$ cat config.mk
export PLATFORM = sky130hd
export DESIGN_NAME = utf8_decode_display_width
export DESIGN_NICKNAME = d
export VERILOG_FILES = /design/src/rtl/u8dw_pkg.sv /design/src/rtl/u8dw_front.sv /design/src/rtl/u8dw_fifo.sv /design/src/rtl/u8dw_back.sv /design/src/rtl/utf8_decode_display_width.sv
export SDC_FILE = /design/constraint.sdc
export NUM_CORES = 1
export LEC_CHECK = 0
export BUFFER_PORTS_ARGS = -buffer_cell sky130_fd_sc_hd__buf_2
export CELL_PAD_IN_SITES_DETAIL_PLACEMENT = 2
export CELL_PAD_IN_SITES_GLOBAL_PLACEMENT = 2
export CORE_ASPECT_RATIO = 1.75
export CORE_MARGIN = 3
export CORE_UTILIZATION = 39
export DETAILED_ROUTE_END_ITERATION = 8
export PLACE_DENSITY = 0.72
export REMOVE_ABC_BUFFERS = 1
export SLEW_MARGIN = 10
export SYNTH_ARGS = -nofsm -noshare
export SYNTH_HDL_FRONTEND = slang
export SYNTH_SLANG_ARGS = --single-unit
$ cat constraint.sdc
create_clock -name clk -period 3.65 [get_ports clk]
set_clock_uncertainty 0.15 [all_clocks]
set_input_delay 0.73 -clock clk [delete_from_list [all_inputs] [get_ports clk]]
set_output_delay 0.73 -clock clk [all_outputs]
set_load 0.005 [all_outputs]
$ cat src/rtl/u8dw_pkg.sv
// ----------------------------------------------------------------------------
// u8dw_pkg
// Shared types, constants and the display width lookup for the UTF-8 decoder.
// ----------------------------------------------------------------------------
package u8dw_pkg;

  localparam int CP_BITS = 21;
  localparam int Q_DEPTH = 4;
  localparam int Q_AW    = 2;
  localparam int N_ZERO  = 16;
  localparam int N_WIDE  = 14;
  localparam int PEND_N  = 4;

  typedef logic [CP_BITS-1:0] cp_t;

  typedef struct packed {
    cp_t  cp;
    logic run_last;
    logic text_done;
  } q_entry_t;

  localparam logic [7:0] CONT_MASK  = 8'hC0;
  localparam logic [7:0] CONT_VAL   = 8'h80;
  localparam logic [7:0] CONT_DATA  = 8'h3F;
  localparam logic [7:0] LEAD2_MASK = 8'hE0;
  localparam logic [7:0] LEAD2_VAL  = 8'hC0;
  localparam logic [7:0] LEAD2_DATA = 8'h1F;
  localparam logic [7:0] LEAD3_MASK = 8'hF0;
  localparam logic [7:0] LEAD3_VAL  = 8'hE0;
  localparam logic [7:0] LEAD3_DATA = 8'h0F;
  localparam logic [7:0] LEAD4_MASK = 8'hF8;
  localparam logic [7:0] LEAD4_VAL  = 8'hF0;
  localparam logic [7:0] LEAD4_DATA = 8'h07;

  localparam cp_t CTRL_END  = 21'h00020;
  localparam cp_t DEL_START = 21'h0007F;
  localparam cp_t C1_END    = 21'h000A0;

  localparam cp_t ZERO_LO [N_ZERO] = '{
    21'h00300, 21'h00483, 21'h00591, 21'h00610, 21'h0064B, 21'h00670,
    21'h006D6, 21'h00E31, 21'h00E34, 21'h01AB0, 21'h01DC0, 21'h0200B,
    21'h020D0, 21'h0FE00, 21'h0FE20, 21'h1F3FB};
  localparam cp_t ZERO_HI [N_ZERO] = '{
    21'h0036F, 21'h00489, 21'h005BD, 21'h0061A, 21'h0065F, 21'h00670,
    21'h006DC, 21'h00E31, 21'h00E3A, 21'h01AFF, 21'h01DFF, 21'h0200F,
    21'h020F0, 21'h0FE0F, 21'h0FE2F, 21'h1F3FF};
  localparam cp_t WIDE_LO [N_WIDE] = '{
    21'h01100, 21'h02E80, 21'h03041, 21'h03400, 21'h04E00, 21'h0A000,
    21'h0AC00, 21'h0F900, 21'h0FE30, 21'h0FF00, 21'h0FFE0, 21'h1F300,
    21'h1F900, 21'h20000};
  localparam cp_t WIDE_HI [N_WIDE] = '{
    21'h0115F, 21'h0303E, 21'h033FF, 21'h04DBF, 21'h09FFF, 21'h0A4CF,
    21'h0D7A3, 21'h0FAFF, 21'h0FE6F, 21'h0FF60, 21'h0FFE6, 21'h1F64F,
    21'h1F9FF, 21'h3FFFD};

  function automatic logic [1:0] cell_width(input cp_t cp);
    logic zero_hit;
    logic wide_hit;
    logic [1:0] w;
    zero_hit = 1'b0;
    wide_hit = 1'b0;
    for (int i = 0; i < N_ZERO; i++) begin
      if (cp >= ZERO_LO[i] && cp <= ZERO_HI[i]) zero_hit = 1'b1;
    end
    for (int i = 0; i < N_WIDE; i++) begin
      if (cp >= WIDE_LO[i] && cp <= WIDE_HI[i]) wide_hit = 1'b1;
    end
    if (cp == '0) begin
      w = 2'd1;
    end else if (cp < CTRL_END || (cp >= DEL_START && cp < C1_END)) begin
      w = 2'd0;
    end else if (zero_hit) begin
      w = 2'd0;
    end else if (wide_hit) begin
      w = 2'd2;
    end else begin
      w = 2'd1;
    end
    return w;
  endfunction

endpackage

$ cat src/rtl/u8dw_front.sv
// ----------------------------------------------------------------------------
// u8dw_front
// Accepts text bytes, tracks the open UTF-8 sequence and hands the code points
// that each byte yields, one per cycle while the queue is not full, to the queue.
// ----------------------------------------------------------------------------
module u8dw_front (
  input  logic               clk,
  input  logic               rst_n,
  input  logic               in_tvalid,
  output logic               in_tready,
  input  logic [7:0]         in_byte,
  input  logic               in_last,
  input  logic               q_full,
  output logic               q_push,
  output u8dw_pkg::q_entry_t q_din
);
  import u8dw_pkg::*;

  logic [7:0] lead_r, lead_nxt;
  logic [7:0] held_r [2];
  logic [1:0] exp_r, exp_nxt;
  logic [1:0] seen_r, seen_nxt;
  cp_t        part_r, part_nxt;
  logic       held_we;

  cp_t        pcp_r [PEND_N];
  logic [2:0] pcnt_r;
  logic       plast_r;

  cp_t        lst [PEND_N];
  logic [2:0] n;
  logic       accept;
  logic       is_cont, is_l2, is_l3, is_l4, is_lead, seq_open, done_seq;
  logic [1:0] seen_inc;
  cp_t        part_shift;
  cp_t        byte_cp;

  assign is_cont    = (in_byte & CONT_MASK) == CONT_VAL;
  assign is_l2      = (in_byte & LEAD2_MASK) == LEAD2_VAL;
  assign is_l3      = (in_byte & LEAD3_MASK) == LEAD3_VAL;
  assign is_l4      = (in_byte & LEAD4_MASK) == LEAD4_VAL;
  assign is_lead    = is_l2 || is_l3 || is_l4;
  assign seq_open   = exp_r != 2'd0;
  assign seen_inc   = seen_r + 2'd1;
  assign done_seq   = seq_open && is_cont && (seen_inc >= exp_r);
  assign part_shift = {part_r[CP_BITS-7:0], in_byte[5:0]};
  assign byte_cp    = cp_t'(in_byte);

  assign q_push    = (pcnt_r != 3'd0) && !q_full;
  assign in_tready = (pcnt_r == 3'd0) || (pcnt_r == 3'd1 && q_push);
  assign accept    = in_tvalid && in_tready;

  assign q_din.cp        = pcp_r[0];
  assign q_din.run_last  = pcnt_r == 3'd1;
  assign q_din.text_done = (pcnt_r == 3'd1) && plast_r;

  always_comb begin
    for (int i = 0; i < PEND_N; i++) lst[i] = '0;
    n = 3'd0;
    if (seq_open && is_cont) begin
      if (done_seq) begin
        lst[n[1:0]] = part_shift;
        n = n + 3'd1;
      end else if (in_last) begin
        lst[n[1:0]] = cp_t'(lead_r);
        n = n + 3'd1;
        if (seen_r == 2'd1) begin
          lst[n[1:0]] = cp_t'(held_r[0]);
          n = n + 3'd1;
        end
        lst[n[1:0]] = byte_cp;
        n = n + 3'd1;
      end
    end else begin
      if (seq_open) begin
        lst[n[1:0]] = cp_t'(lead_r);
        n = n + 3'd1;
        if (seen_r >= 2'd1) begin
          lst[n[1:0]] = cp_t'(held_r[0]);
          n = n + 3'd1;
        end
        if (seen_r >= 2'd2) begin
          lst[n[1:0]] = cp_t'(held_r[1]);
          n = n + 3'd1;
        end
      end
      if (!is_lead || in_last) begin
        lst[n[1:0]] = byte_cp;
        n = n + 3'd1;
      end
    end
  end

  always_comb begin
    lead_nxt = lead_r;
    exp_nxt  = exp_r;
    seen_nxt = seen_r;
    part_nxt = part_r;
    held_we  = 1'b0;
    if (seq_open && is_cont) begin
      part_nxt = part_shift;
      seen_nxt = seen_inc;
      if (done_seq) begin
        exp_nxt  = 2'd0;
        seen_nxt = 2'd0;
      end else begin
        held_we = 1'b1;
      end
    end else if (is_lead) begin
      lead_nxt = in_byte;
      seen_nxt = 2'd0;
      if (is_l2) begin
        exp_nxt  = 2'd1;
        part_nxt = cp_t'(in_byte & LEAD2_DATA);
      end else if (is_l3) begin
        exp_nxt  = 2'd2;
        part_nxt = cp_t'(in_byte & LEAD3_DATA);
      end else begin
        exp_nxt  = 2'd3;
        part_nxt = cp_t'(in_byte & LEAD4_DATA);
      end
    end else begin
      exp_nxt  = 2'd0;
      seen_nxt = 2'd0;
    end
    if (in_last) begin
      exp_nxt  = 2'd0;
      seen_nxt = 2'd0;
      lead_nxt = 8'd0;
    end
  end

  always_ff @(posedge clk) begin
    if (!rst_n) begin
      lead_r  <= 8'd0;
      exp_r   <= 2'd0;
      seen_r  <= 2'd0;
      part_r  <= '0;
      pcnt_r  <= 3'd0;
      plast_r <= 1'b0;
    end else begin
      if (accept) begin
        lead_r  <= lead_nxt;
        exp_r   <= exp_nxt;
        seen_r  <= seen_nxt;
        part_r  <= part_nxt;
        pcnt_r  <= n;
        plast_r <= in_last;
      end else if (q_push) begin
        pcnt_r <= pcnt_r - 3'd1;
      end
    end
  end

  always_ff @(posedge clk) begin
    if (accept && held_we) begin
      held_r[seen_r[0]] <= in_byte & CONT_DATA | (in_byte & ~CONT_DATA);
    end
    if (accept) begin
      for (int i = 0; i < PEND_N; i++) pcp_r[i] <= lst[i];
    end else if (q_push) begin
      for (int i = 0; i < PEND_N - 1; i++) pcp_r[i] <= pcp_r[i+1];
    end
  end

endmodule

$ cat src/rtl/u8dw_fifo.sv
// ----------------------------------------------------------------------------
// u8dw_fifo
// Short queue of decoded code points between the decoder and the width stage.
// ----------------------------------------------------------------------------
module u8dw_fifo (
  input  logic               clk,
  input  logic               rst_n,
  input  logic               push,
  input  u8dw_pkg::q_entry_t din,
  output logic               full,
  input  logic               pop,
  output logic               valid,
  output u8dw_pkg::q_entry_t dout
);
  import u8dw_pkg::*;

  q_entry_t        mem_r [Q_DEPTH];
  logic [Q_AW-1:0] wptr_r, rptr_r;
  logic [Q_AW:0]   cnt_r;

  assign full  = cnt_r == (Q_AW+1)'(Q_DEPTH);
  assign valid = cnt_r != '0;
  assign dout  = mem_r[rptr_r];

  always_ff @(posedge clk) begin
    if (!rst_n) begin
      wptr_r <= '0;
      rptr_r <= '0;
      cnt_r  <= '0;
    end else begin
      if (push) wptr_r <= wptr_r + 1'b1;
      if (pop) rptr_r <= rptr_r + 1'b1;
      if (push && !pop) begin
        cnt_r <= cnt_r + 1'b1;
      end else if (pop && !push) begin
        cnt_r <= cnt_r - 1'b1;
      end
    end
  end

  always_ff @(posedge clk) begin
    if (push) mem_r[wptr_r] <= din;
  end

endmodule

$ cat src/rtl/u8dw_back.sv
// ----------------------------------------------------------------------------
// u8dw_back
// Looks up the display width of each code point, keeps the saturating
// running total and holds the result in the output register.
// ----------------------------------------------------------------------------
module u8dw_back #(
  parameter int TOTAL_WIDTH_BITS = 16
) (
  input  logic               clk,
  input  logic               rst_n,
  input  logic               q_valid,
  input  u8dw_pkg::q_entry_t q_dout,
  output logic               q_pop,
  output logic               out_tvalid,
  input  logic               out_tready,
  output u8dw_pkg::cp_t      out_cp,
  output logic [1:0]         out_width,
  output logic [15:0]        out_total,
  output logic               out_run_last,
  output logic               out_text_done
);
  import u8dw_pkg::*;

  localparam logic [TOTAL_WIDTH_BITS-1:0] CAP = {TOTAL_WIDTH_BITS{1'b1}};

  logic                        a_valid_r;
  q_entry_t                    a_ent_r;
  logic [1:0]                  a_w_r;
  logic                        o_valid_r;
  cp_t                         o_cp_r;
  logic [1:0]                  o_w_r;
  logic [15:0]                 o_tot_r;
  logic                        o_rl_r, o_td_r;
  logic [TOTAL_WIDTH_BITS-1:0] tot_r, tot_nxt;
  logic [TOTAL_WIDTH_BITS:0]   sum;
  logic                        o_adv, a_adv, a_move;

  assign o_adv  = !o_valid_r || out_tready;
  assign a_move = a_valid_r && o_adv;
  assign a_adv  = !a_valid_r || o_adv;
  assign q_pop  = q_valid && a_adv;

  assign sum     = {1'b0, tot_r} + (TOTAL_WIDTH_BITS+1)'(a_w_r);
  assign tot_nxt = sum[TOTAL_WIDTH_BITS] ? CAP : sum[TOTAL_WIDTH_BITS-1:0];

  always_ff @(posedge clk) begin
    if (!rst_n) begin
      a_valid_r <= 1'b0;
      o_valid_r <= 1'b0;
      tot_r     <= '0;
    end else begin
      if (a_adv) a_valid_r <= q_valid;
      if (o_adv) o_valid_r <= a_valid_r;
      if (a_move) tot_r <= a_ent_r.text_done ? '0 : tot_nxt;
    end
  end

  always_ff @(posedge clk) begin
    if (q_pop) begin
      a_ent_r <= q_dout;
      a_w_r   <= cell_width(q_dout.cp);
    end
    if (a_move) begin
      o_cp_r  <= a_ent_r.cp;
      o_w_r   <= a_w_r;
      o_tot_r <= 16'(tot_nxt);
      o_rl_r  <= a_ent_r.run_last;
      o_td_r  <= a_ent_r.text_done;
    end
  end

  assign out_tvalid    = o_valid_r;
  assign out_cp        = o_cp_r;
  assign out_width     = o_w_r;
  assign out_total     = o_tot_r;
  assign out_run_last  = o_rl_r;
  assign out_text_done = o_td_r;

endmodule

$ cat src/rtl/utf8_decode_display_width.sv
// ----------------------------------------------------------------------------
// utf8_decode_display_width
// Lenient UTF-8 decoder that tags every code point with its terminal width
// and a saturating running width total per text.
//
// Channel  Dir  tdata                                   tlast     tuser
// in_      in   [7:0] text_byte                         text_last -
// out_     out  [20:0] code_point, [22:21] width,       run_last  [0] text_done
//               [38:23] width_total, [39] zero
//
// A byte yielding at most one code point is taken every cycle while the queue
// is not full. A byte that yields k code points holds in_tready low until the
// decoder hands the last of them, one per cycle while the queue is not full, to
// a four-entry queue. Each code point passes the pending register, the queue,
// the width lookup register and the output register before out_tvalid.
// Reset clears the decoder, queue, pipeline valids and the running total.
// A stall on out_tready backs up the queue before it reaches in_tready.
// ----------------------------------------------------------------------------
module utf8_decode_display_width #(
  parameter int TOTAL_WIDTH_BITS = 16
) (
  input  logic        clk,
  input  logic        rst_n,
  input  logic        in_tvalid,
  output logic        in_tready,
  input  logic [7:0]  in_tdata,   // [7:0] text_byte
  input  logic        in_tlast,
  output logic        out_tvalid,
  input  logic        out_tready,
  output logic [39:0] out_tdata,  // [20:0] code_point, [22:21] display_width,
                                  // [38:23] width_total, [39] zero
  output logic        out_tlast,
  output logic [0:0]  out_tuser   // [0] text_done
);
  import u8dw_pkg::*;

  q_entry_t    q_din, q_dout;
  logic        q_push, q_pop, q_full, q_valid;
  cp_t         o_cp;
  logic [1:0]  o_w;
  logic [15:0] o_tot;
  logic        o_rl, o_td;

  u8dw_front u_front (
    .clk       (clk),
    .rst_n     (rst_n),
    .in_tvalid (in_tvalid),
    .in_tready (in_tready),
    .in_byte   (in_tdata),
    .in_last   (in_tlast),
    .q_full    (q_full),
    .q_push    (q_push),
    .q_din     (q_din)
  );

  u8dw_fifo u_fifo (
    .clk   (clk),
    .rst_n (rst_n),
    .push  (q_push),
    .din   (q_din),
    .full  (q_full),
    .pop   (q_pop),
    .valid (q_valid),
    .dout  (q_dout)
  );

  u8dw_back #(
    .TOTAL_WIDTH_BITS (TOTAL_WIDTH_BITS)
  ) u_back (
    .clk           (clk),
    .rst_n         (rst_n),
    .q_valid       (q_valid),
    .q_dout        (q_dout),
    .q_pop         (q_pop),
    .out_tvalid    (out_tvalid),
    .out_tready    (out_tready),
    .out_cp        (o_cp),
    .out_width     (o_w),
    .out_total     (o_tot),
    .out_run_last  (o_rl),
    .out_text_done (o_td)
  );

  assign out_tdata = {1'b0, o_tot, o_w, o_cp};
  assign out_tlast = o_rl;
  assign out_tuser = o_td;

`ifndef ASSERT_OFF
  a_done_is_last: assert property (@(posedge clk) disable iff (!rst_n)
    out_tvalid && out_tuser[0] |-> out_tlast)
    else $error("text_done without run_last");

  a_width_range: assert property (@(posedge clk) disable iff (!rst_n)
    out_tvalid |-> out_tdata[22:21] != 2'd3)
    else $error("display width out of range");

  a_queue_flags: assert property (@(posedge clk) disable iff (!rst_n)
    q_push && q_din.text_done |-> q_din.run_last)
    else $error("queued text_done without run_last");

  a_no_overflow: assert property (@(posedge clk) disable iff (!rst_n)
    q_full |-> !q_push)
    else $error("push into full queue");
`endif

endmodule
==> impl_results.html <==
<table>
<tr><th>Metric</th><th>Value</th></tr>
<tr><th colspan="2">Run status</th></tr>
<tr><td>Result of the run</td><td>completed</td></tr>
<tr><th colspan="2">Clocking</th></tr>
<tr><td>Clk Latency, worst-skew pair</td><td>0.55 ns</td></tr>
<tr><td>Clk buf depth</td><td>3</td></tr>
<tr><td>TritonCTS Sinks</td><td>277</td></tr>
<tr><td>Total clock buffers created by CTS</td><td>27</td></tr>
<tr><td>Number of H-tree levels</td><td>1</td></tr>
<tr><td>Clock root buffer</td><td>clkbuf_16</td></tr>
<tr><td>Reg clk slew, reported paths</td><td>0.07 ns</td></tr>
<tr><td>Post-CTS Repair Setup Buffers</td><td>0</td></tr>
<tr><td>Clock tree from TritonCTS</td><td>done</td></tr>
<tr><td>CTS Hold Buffers Added</td><td>0</td></tr>
<tr><td>Number of gates given a new drive strength after cts</td><td>0</td></tr>
<tr><th colspan="2">Hold path</th></tr>
<tr><td>Worst Hold Path Cells</td><td>0</td></tr>
<tr><td>Min-Delay Path Class</td><td>flop to flop</td></tr>
<tr><th colspan="2">Cells and area</th></tr>
<tr><td>Most used cells in the layout excluding fill and tap cells</td><td>edfxtp_1, nor2_1, dfxtp_1</td></tr>
<tr><td>Most common library cell in the layout ignoring fill and taps</td><td>edfxtp_1</td></tr>
<tr><td>Fraction of final layout cells sized beyond drive strength 1</td><td>18.53%</td></tr>
<tr><td>Register area</td><td>7737 um2</td></tr>
<tr><td>Area of the multi-input gates</td><td>4433 um2</td></tr>
<tr><td>Antenna diodes</td><td>0</td></tr>
<tr><td>Fillcell total</td><td>3158</td></tr>
<tr><td>Relative area change from synthesis to final layout</td><td>15.60%</td></tr>
<tr><td>Final-stage net count</td><td>1113</td></tr>
<tr><th colspan="2">Floorplan</th></tr>
<tr><td>Chip Width</td><td>141.7 um</td></tr>
<tr><td>Y dimension of the die</td><td>243.5 um</td></tr>
<tr><td>IO Count</td><td>57</td></tr>
<tr><td>Starting Density</td><td>39.74%</td></tr>
<tr><td>Number of rows in the core area</td><td>86</td></tr>
<tr><td>Area inside the core boundary</td><td>31640 um2</td></tr>
<tr><td>Die footprint</td><td>34510 um2</td></tr>
<tr><th colspan="2">Run</th></tr>
<tr><td>Max-cap violations</td><td>0</td></tr>
<tr><th colspan="2">Logic synthesis</th></tr>
<tr><td>Post-Syn Area</td><td>12570 um2</td></tr>
<tr><td>Cell types occupying the most area after synthesis</td><td>edfxtp_1, dfxtp_1, mux4_2, nor2b_1, nor2_1</td></tr>
<tr><td>Post-synth ARST share</td><td>0%</td></tr>
<tr><td>Avg Synthesized Cell Area</td><td>12.55 um2</td></tr>
<tr><td>Syn Inst Count</td><td>1002</td></tr>
<tr><td>Post-synthesis sequential area ratio</td><td>61.54%</td></tr>
<tr><td>Largest area contributor in the synthesized netlist</td><td>edfxtp_1</td></tr>
<tr><td>Post-synthesis register bit count</td><td>277</td></tr>
<tr><td>EDFF count, synth</td><td>219</td></tr>
<tr><td>Number of warnings issued by yosys</td><td>0</td></tr>
<tr><td>Dominant synthesized flop cell</td><td>edfxtp_1</td></tr>
<tr><td>Netlist cell types</td><td>73</td></tr>
<tr><td>Area fraction of the dominant cell type after synthesis</td><td>52.30%</td></tr>
<tr><th colspan="2">Global routing</th></tr>
<tr><td>Maximum number of pins on one net before global-route repair</td><td>62</td></tr>
<tr><td>Total global routing track utilization</td><td>21.49%</td></tr>
<tr><td>Total congestion overflow after global routing</td><td>0</td></tr>
<tr><td>Initial antenna violation count</td><td>0</td></tr>
<tr><td>Global-route wire length before repair</td><td>57.56 mm</td></tr>
<tr><td>Vias in the first global route</td><td>9600</td></tr>
<tr><th colspan="2">Power and ir drop</th></tr>
<tr><td>Sequential fraction of design power</td><td>40.0%</td></tr>
<tr><td>Clock power share</td><td>24.5%</td></tr>
<tr><td>Leakage power of the design</td><td>0.005132 uW</td></tr>
<tr><td>Net Sw Power</td><td>4733 uW</td></tr>
<tr><td>Maximum vdd ir drop</td><td>0.0004225 V</td></tr>
<tr><td>Overall power</td><td>13030 uW</td></tr>
<tr><td>Internal Power</td><td>8297 uW</td></tr>
<tr><td>Fraction of power consumed by combinational cells</td><td>35.5%</td></tr>
<tr><td>Switching part of the total</td><td>36.32%</td></tr>
<tr><td>Power density normalized to cell area</td><td>896.4 nW/um2</td></tr>
<tr><th colspan="2">Routing</th></tr>
<tr><td>DRT antenna net count</td><td>0</td></tr>
<tr><td>Via total after detailed routing</td><td>8643</td></tr>
<tr><td>Routed len/inst</td><td>24.54 um</td></tr>
<tr><td>Average vias per placed instance</td><td>5.774</td></tr>
<tr><td>Number of design rule violations left after detail routing</td><td>0</td></tr>
<tr><td>Total wire length</td><td>36.73 mm</td></tr>
<tr><td>TritonRoute pass-1 iters</td><td>4</td></tr>
<tr><td>DRT iter0 DRCs</td><td>564</td></tr>
<tr><th colspan="2">STA</th></tr>
<tr><td>Number of hold violations in the final report</td><td>0</td></tr>
<tr><td>Max-slew headroom</td><td>36.50%</td></tr>
<tr><td>Worst slew pin tran</td><td>0.9526 ns</td></tr>
<tr><td>Highest Clock Rate</td><td>298.1 MHz</td></tr>
<tr><td>Final count of negative-setup-slack endpoints</td><td>0</td></tr>
<tr><td>Accumulated negative setup slack</td><td>0 ns</td></tr>
<tr><td>Setup repair after global routing missed its margin</td><td>no</td></tr>
<tr><td>Max Transition Viols Final</td><td>0</td></tr>
<tr><td>Post-route clock period utilization</td><td>91.91%</td></tr>
<tr><td>Minimum clock period after layout</td><td>3.355 ns</td></tr>
<tr><th colspan="2">Setup path</th></tr>
<tr><td>Type of the worst setup path</td><td>flop to flop</td></tr>
<tr><td>CP startpoint kind</td><td>flop</td></tr>
<tr><td>Worst EP arrival</td><td>3.51 ns</td></tr>
<tr><td>Worst reg2reg path depth</td><td>10</td></tr>
<tr><td>Critical path capture point type</td><td>flop</td></tr>
<tr><td>Required time of the critical path</td><td>3.80 ns</td></tr>
<tr><td>Highest net fanout along the worst path</td><td>23</td></tr>
<tr><th colspan="2">Place</th></tr>
<tr><td>Final RePlAce weighted congestion</td><td>0.9307</td></tr>
<tr><td>Sum of net half-perimeters after detailed placement</td><td>26.25 mm</td></tr>
<tr><td>Port Buffers</td><td>55</td></tr>
</table>
[flip-flops by register name (all words and copies together), names as in the netlist, named ones only]
signal	cells
u_fifo.mem_r	92
u_front.pcp_r	45
u_back.a_ent_r	23
u_back.out_cp	21
u_back.out_total	16
u_back.tot_r	16
u_front.held_r	16
u_front.part_r	15
u_front.lead_r	8
u_fifo.cnt_r	3
u_front.pcnt_r	3
u_back.a_w_r	2
u_back.out_width	2
u_fifo.rptr_r	2
u_fifo.wptr_r	2
u_front.exp_r	2
u_front.seen_r	2
u_back.a_valid_r	1
u_back.out_run_last	1
u_back.out_text_done	1
u_back.out_tvalid	1
u_front.plast_r	1
[cell families (layout without fill, tap and decap cells)]
group           Yosys count  in the layout  share of synthesized area (%)
mux                      39             39                          5.493
simple gates            348            348                          15.15
xor+xnor                 13             13                         0.9056
compound gates          210            210                          11.46
flops                   277            277                          61.54
buf+inv                  94            193                          3.314
other cells               1              1                        0.02983
fa+ha+maj                20             20                          2.110
[worst paths after layout]
kind | startpoint | endpoint | slack (ns)
setup / recovery | flop | u_back.a_w_r[1]$_SDFFCE_PP0P_ | 0.30
hold / removal | u_back.a_ent_r[5]$_DFFE_PP_ | u_back.out_cp[3]$_DFFE_PP_ | 0.27
setup reg to reg | flop | u_back.a_w_r[1]$_SDFFCE_PP0P_ | 0.30
hold reg to reg | u_back.a_ent_r[5]$_DFFE_PP_ | u_back.out_cp[3]$_DFFE_PP_ | 0.27
[power groups by stage]
stage          logic (uW)  clock network, uW  registers (uW)
6_report             4630               3190            5220
3_5_place_dp         4620                  0            5300
4_1_cts              4640               3270            5240
2_1_floorplan        2580                  0            5170
3_3_place_gp         4520                  0            5150
5_1_grt              5030               3400            5320
[cells in the mapped netlist, drive strengths merged (10+ instances only)]
cell,count
nor2,76
a31oi,15
edfxtp,219
clkbuf,39
dfxtp,58
buf,25
nor2b,50
mux4,23
and3,25
inv,29
a22oi,32
o21a,11
nand2b,10
nand2,53
nor4,16
a21oi,56
ha,18
o21ai,27
nand4,13
mux2i,15
nand3,24
and2,25
nor3,22
a21boi,11
[cell type report]
class                           count  area share (%)
Tap cell                          396           3.409
Sequential cell                   277           53.23
Timing Repair Buffer              113           5.062
Clock buffer                       35           5.199
Inverter                           30          0.7747
Clock inverter                     15           1.825
Multi-Input combinational cell    631           30.50
[per-stage QoR]
stage,cell area [um2],setup slack [ns],hold WS (ns),utilization (%),cells
finish,14540,0.2955,0.2703,45.95,1497
CTS,14540,0.2493,0.2720,45.95,1497
detailed placement,13510,0.2949,0.2561,42.72,1447
global route,14540,0.07471,0.2769,45.95,1497
global placement,13510,0.3290,0.2500,42.72,1447
floorplan,12270,0.005744,0.2503,-,938
[metal layers]
| metal | vias to the layer above | share of wire [%] | track usage, % |
|---|---|---|---|
| li1 | 3955 | - | - |
| met1 | 4451 | 35 | 22.20 |
| met2 | 165 | 58 | 43.00 |
| met3 | 72 | 2.4 | 2.003 |
| met4 | 0 | 4.1 | 8.644 |
| met5 | - | 0 | 0 |
[worst max-delay path: stages, from the launching register on]
cell and delay [ns]:
dfxtp_1 0.36, buf_12 0.22, mux4_1 0.80, or3_1 0.42, nor2_1 0.12, a2111oi_0 0.07, buf_4 0.16, a21oi_1 0.12
nand4_1 0.12, or3_1 0.40, nor2b_1 0.15
Note: power is estimated with default switching activity, not from simulation.
